[src/design/mfrq_pkg.sv]
package mfrq_pkg;

    // table sizes; the port widths are built for exactly these
    localparam int SLOTS      = 8;
    localparam int CONSUMERS  = 4;
    localparam int RING_DEPTH = 32;
    localparam int HANDLES    = 256;

    localparam logic [2:0] KIND_REGISTER = 3'd0;
    localparam logic [2:0] KIND_ATTACH   = 3'd1;
    localparam logic [2:0] KIND_DETACH   = 3'd2;
    localparam logic [2:0] KIND_PUT      = 3'd3;
    localparam logic [2:0] KIND_TAKE     = 3'd4;
    localparam logic [2:0] KIND_RELEASE  = 3'd5;

    localparam logic [1:0] ST_OK     = 2'd0;
    localparam logic [1:0] ST_REJECT = 2'd1;
    localparam logic [1:0] ST_EMPTY  = 2'd2;

    localparam logic [1:0] REG_STREAMS = 2'd0;
    localparam logic [1:0] REG_ENABLE  = 2'd1;

    // one request as it travels from the front to the back
    typedef struct packed {
        logic [2:0]  kind;
        logic [47:0] stream_key;
        logic [2:0]  slot_index;
        logic [1:0]  consumer_index;
        logic [7:0]  frame_handle;
        logic        reject;
    } mfrq_req_t;

endpackage

[src/design/mfrq_front.sv]
module mfrq_front (
    input  logic                  clk,
    input  logic                  rst_n,
    input  logic                  start,
    input  logic                  busy,
    input  logic [2:0]            kind,
    input  logic [47:0]           stream_key,
    input  logic [2:0]            slot_index,
    input  logic [1:0]            consumer_index,
    input  logic [7:0]            frame_handle,
    input  logic                  cfg_we,
    input  logic [1:0]            cfg_index,
    input  logic [3:0]            cfg_data,
    output logic                  req_valid,
    output mfrq_pkg::mfrq_req_t   req,
    output logic [3:0]            streams_reg
);

    logic enable_reg;
    logic reject;

    // configuration registers
    always_ff @(posedge clk or negedge rst_n)
    begin
        if (!rst_n)
        begin
            streams_reg <= 4'd8;
            enable_reg  <= 1'b1;
        end
        else if (cfg_we)
        begin
            if (cfg_index == mfrq_pkg::REG_STREAMS)
                streams_reg <= cfg_data;
            else if (cfg_index == mfrq_pkg::REG_ENABLE)
                enable_reg <= cfg_data[0];
        end
    end

    // classify: disabled or unknown kind is rejected outright
    assign reject = !enable_reg || (kind > mfrq_pkg::KIND_RELEASE);

    assign req_valid = start && !busy;
    assign req = '{kind: kind, stream_key: stream_key, slot_index: slot_index,
                   consumer_index: consumer_index, frame_handle: frame_handle,
                   reject: reject};

endmodule

[config.mk]
export PLATFORM = sky130hd
export DESIGN_NAME = mfrq_front
export DESIGN_NICKNAME = d
export VERILOG_FILES = /design/src/design/mfrq_pkg.sv /design/src/design/mfrq_front.sv
export SDC_FILE = /design/constraint.sdc
export NUM_CORES = 1
export LEC_CHECK = 0
export BUFFER_PORTS_ARGS = -buffer_cell sky130_fd_sc_hd__buf_2
export CORE_AREA = 3 3 58 60
export CTS_CLUSTER_SIZE = 8
export DETAILED_ROUTE_END_ITERATION = 10
export DIE_AREA = 0 0 61 63
export PLACE_DENSITY = 0.79
export SLEW_MARGIN = 10
export SYNTH_ARGS = -nofsm -noshare
export SYNTH_HDL_FRONTEND = slang
export SYNTH_SLANG_ARGS = --single-unit
[constraint.sdc]
create_clock -name clk -period 1.01 [get_ports clk]
set_clock_uncertainty 0.1 [all_clocks]
set_input_delay 0.1515 -clock clk [delete_from_list [all_inputs] [get_ports clk]]
set_output_delay 0.1515 -clock clk [all_outputs]
set_load 0.01 [all_outputs]
# Yosys cells after proc, flatten, opt, wreduce, memory -nomap -nowiden
# Cells that the tools add are included.
dict set report totals {
  register_bits 5
  latch_bits 0
  ramBits 0
  mem_bits_ro 0
  in_bits 75
  out_inout_bits 70
  wordCells 12
  memories 0
}
dict set report classes {
  add_sub_neg 0
  mul 0
  n_div 0
  magnitude_cmp 1
  eq_ne 1
  n_shift 0
  mux 0
  bitwise_logic 1
  n_reduce_logical 7
}
# cell count
set op_table {}
lappend op_table {{greater-than comparator 3 bit, second input constant} 1}
lappend op_table {{AND reduction 3 bit} 1}
lappend op_table {{== test 2 x 1 -> 1 bit, second input constant} 1}
lappend op_table {{zero test 1 bit} 2}
lappend op_table {{zero test 2 bit} 1}
lappend op_table {{AND reduction 2 bit} 1}
lappend op_table {{logical AND 1 bit} 1}
lappend op_table {{logical OR 1 bit} 1}
lappend op_table {{inverter 1 bit} 1}

# Logic depth before layout (Yosys ltp)
dict set report depth {
  word_depth 3
  depth_mapped 3
}

# Worst setup path before layout
# No wires, ideal clock.
dict set report synth_path {
  path_type {input to register}
  from {in cfg_index[1]}
  to {reg streams_reg[0]}
  setup_ns 0.125
  t_arrival_ns 0.737
  path_slack_ns 0.048
  stages 2
  path_cell_list {nor3b_4 mux2_2}
}
dict set report synth_via {
  elab_chain_cells 2
}
# element line_no
set synth_rtl {}
lappend synth_rtl {{start, declared} mfrq_front.sv:12} ;# input logic [1:0] cfg_index,
lappend synth_rtl {{zero test 2 bit} mfrq_front.sv:32} ;# if (cfg_index == mfrq_pkg::REG_STREAMS)
lappend synth_rtl {{AND reduction 2 bit (no line)} -}
lappend synth_rtl {{end signal, assigned} mfrq_front.sv:33} ;# streams_reg <= cfg_data;
lappend synth_rtl {{end, declared} mfrq_front.sv:16} ;# output logic [3:0] streams_reg
# Every way passes these cells.
# A chain may end at the register's enable or synchronous reset.

==> impl_metrics.csv <==
group,metric,value,unit
run_status,status,"finished with violations",
run_status,violations,"negative setup slack",
synth,ys_seq_area_frac,0.179,
timing,finalCriticalPeriod,1.19,ns
floorplan,fp.coreArea,0.00298,mm^2
worst_setup_path,r2r_slack,0.17,ns
synth,synthTopCellsByCount,"buf_4 (65), mux2_2 (5), dfrtp_1 (3)",
drt,route.detailed.drc,0,
clock_tree,cts_tree,"built",
grt,grt_usage,0.0502,
grt,grt_max_degree,6,
worst_setup_path,cp_max_fo,2,
placement,gp_congestion,0.643,
grt,grt_pass1_wl,1440,um
synth,syn_inst,80,
synth,yosys-top-cells-area,"buf_4 (69%), dfrtp_1 (11%), mux2_2 (7.9%)",
synth,yosysMostFrequentCell,"buf_4",
synth,syn_area_per_cell,8.90,um^2
pwr,power.leakage,0.194,nW
floorplan,num_rows,20,
min_path,holdPathStages,2,
placement,place_ws,-0.140,ns
synth,ys_ff_latch,5,
synth,syn-num-nets,155,
grt,grt_antenna_before_repair,0,
grt,grt_pass1_vias,326,
timing,worst-slew-pin-transition,0.253,ns
finish,num_antenna_cells,0,
finish,fin_nets,116,
clock_tree,cts_max_level,1,
placement,port_buffers,20,
timing,slew_headroom,0.831,
synth,yosysTopAreaCell,"buf_4",
worst_setup_path,cp_cell_sequence,"nand2_2 -> buf_6",
worst_setup_path,crit_path_end_kind,"primary output",
synth,synth_area,712,um^2
worst_setup_path,slowest_stage,"dfstp_2",
synth,synthDominantCellAreaShare,0.685,
synth,ys_types,8,
min_path,hp-start,"cfg_data[1]",
grt,overflow,0,
synth,synth_edf_count,0,
min_path,holdPathEnd,"streams_reg[1]",
worst_setup_path,r2r-start,"streams_reg[0]",
timing,finalHoldViolCount,0,
pwr,p_per_area,1610,mW/mm^2
floorplan,io_pins,145,
clock_tree,cts_buffers,3,
timing,slew_viol_final,0,
drt,num_vias,290,
clock_tree,root_buffer,"clkbuf_4",
drt,vias_per_cell,3.97,
job,maxCapViolCount,0,
pwr,p_total,672,uW
finish,layout-drive-gt1-share,0.800,
finish,ff_latch_area,128,um^2
worst_setup_path,crit_arrival,0.94,ns
drt,first_iter_violations,3,
finish,nFillCells,324,
floorplan,fp.dieH,63,um
floorplan,initial_utilization,0.239,
timing,rsz0062_at_grt,"yes",
clock_tree,clk_pin_slew_worst_paths,0.05,ns
min_path,hold_path_class,"input port to flop",
drt,dr.pass1.iters,2,
drt,antenna_left,0,
finish,multi_input_area,98.8,um^2
synth,synth_warnings,0,
finish,syn2layout_area_growth,-41.5,%
floorplan,die_area,0.00384,mm^2
clock_tree,clock_sinks,5,
finish,largest_reg_flops,4,
timing,setup_slack,-0.179,ns
clock_tree,cts_buffer_depth,2,
worst_setup_path,r2r_end,"streams_reg[0]",
synth,async_reset_ff_frac,1.00,
timing,post-route-period-util,1.18,
worst_setup_path,worstSetupStartpointType,"flop",
clock_tree,post_cts_buffers,0,
clock_tree,clock_latency,0.24,ns
floorplan,die_x,61,um
timing,fmax,841,MHz
worst_setup_path,rr_worst_depth,1,
synth,synthFlopType,"dfrtp_1",
worst_setup_path,path_class,"flop to primary output",
drt,route.detailed.wl_per_inst,13.2,um
worst_setup_path,crit_required,0.76,ns
timing,finalSetupViolCount,2,
drt,wirelength,961,um
pwr,peakVddDrop,551,uV
worst_setup_path,crit_path_max_incr_delay,0.54,ns
==> metal layers <==
layer,global-route usage,part of all wire,up-vias
met4,0.0732,0.082,0
met1,0.0435,0.32,124
li1,-,-,101
met2,0.0495,0.39,45
met5,0,0,-
met3,0.0517,0.21,20
==> cells in the final DEF, fill, tap and decap left out, types with 2 or more instances in the layout <==
cell type  netlist  final
clkbuf_4         0      3
dfrtp_1          3      3
mux2_2           5      5
buf_2            0     18
buf_6            0      2
dfstp_2          2      2
==> cells by family after synthesis <==
group / after synthesis / share of synthesized area
multiplexers: 5 / 0.0791
AND/OR/NAND/NOR: 5 / 0.0563
flip-flops: 5 / 0.179
buffers and inverters: 65 / 0.685
==> worst max-delay path by stage <==
stage                     endpoint          from  depth (start not counted)  slack [ns]
floorplan           streams_reg[0]  cfg_index[1]                          2        0.05
global placement    streams_reg[2]  cfg_index[1]                          3       -0.11
detailed placement  streams_reg[2]  cfg_index[1]                          3       -0.14
CTS                         req[0]    enable_reg                          2       -0.22
global route                req[0]    enable_reg                          2       -0.22
finish                      req[0]    enable_reg                          2       -0.18
==> power by group <==
part / internal [mW] / leakage, nW / switching, mW
clock network: 0.149 / 0.0150 / 0.0808
logic: 0.101 / 0.122 / 0.0677
registers: 0.251 / 0.0565 / 0.0221
==> final cells by class <==
type                    instances  share of cell area
clock buffers                   4              0.0631
multi-input cells              10               0.237
flip-flops and latches          5               0.306
well taps                      33              0.0991
repair buffers                 21               0.294
==> stage by stage <==
| step | TNS [ns] | hold slack, ns | utilization | cell area, um^2 | cells |
|---|---|---|---|---|---|
| after floorplan | 0 | -0.244 | - | 712 | 80 |
| after global placement | -0.400 | -0.135 | 0.123 | 365 | 68 |
| after detailed placement | -0.506 | -0.128 | 0.123 | 365 | 68 |
| after CTS | -0.351 | 0.0319 | 0.137 | 408 | 73 |
| after global routing | -0.425 | 0.0421 | 0.140 | 417 | 73 |
| final | -0.283 | 0.0415 | 0.140 | 417 | 73 |
==> worst max-delay path, delay by kind of cell, from the launching register on <==
| family | cells | cell delay (ns) |
|---|---|---|
| buffers and inverters | 1 | 0.11 |
| flip-flops | 1 | 0.54 |
| AND/OR/NAND/NOR | 1 | 0.05 |
==> repair_timing <==
action	in CTS	in global routing
hold buffers	1	0
endpoints found under the hold margin	5	0
resized for setup	1	2
endpoints found under the setup margin	5	5
Power figures use the tool's default switching activity.
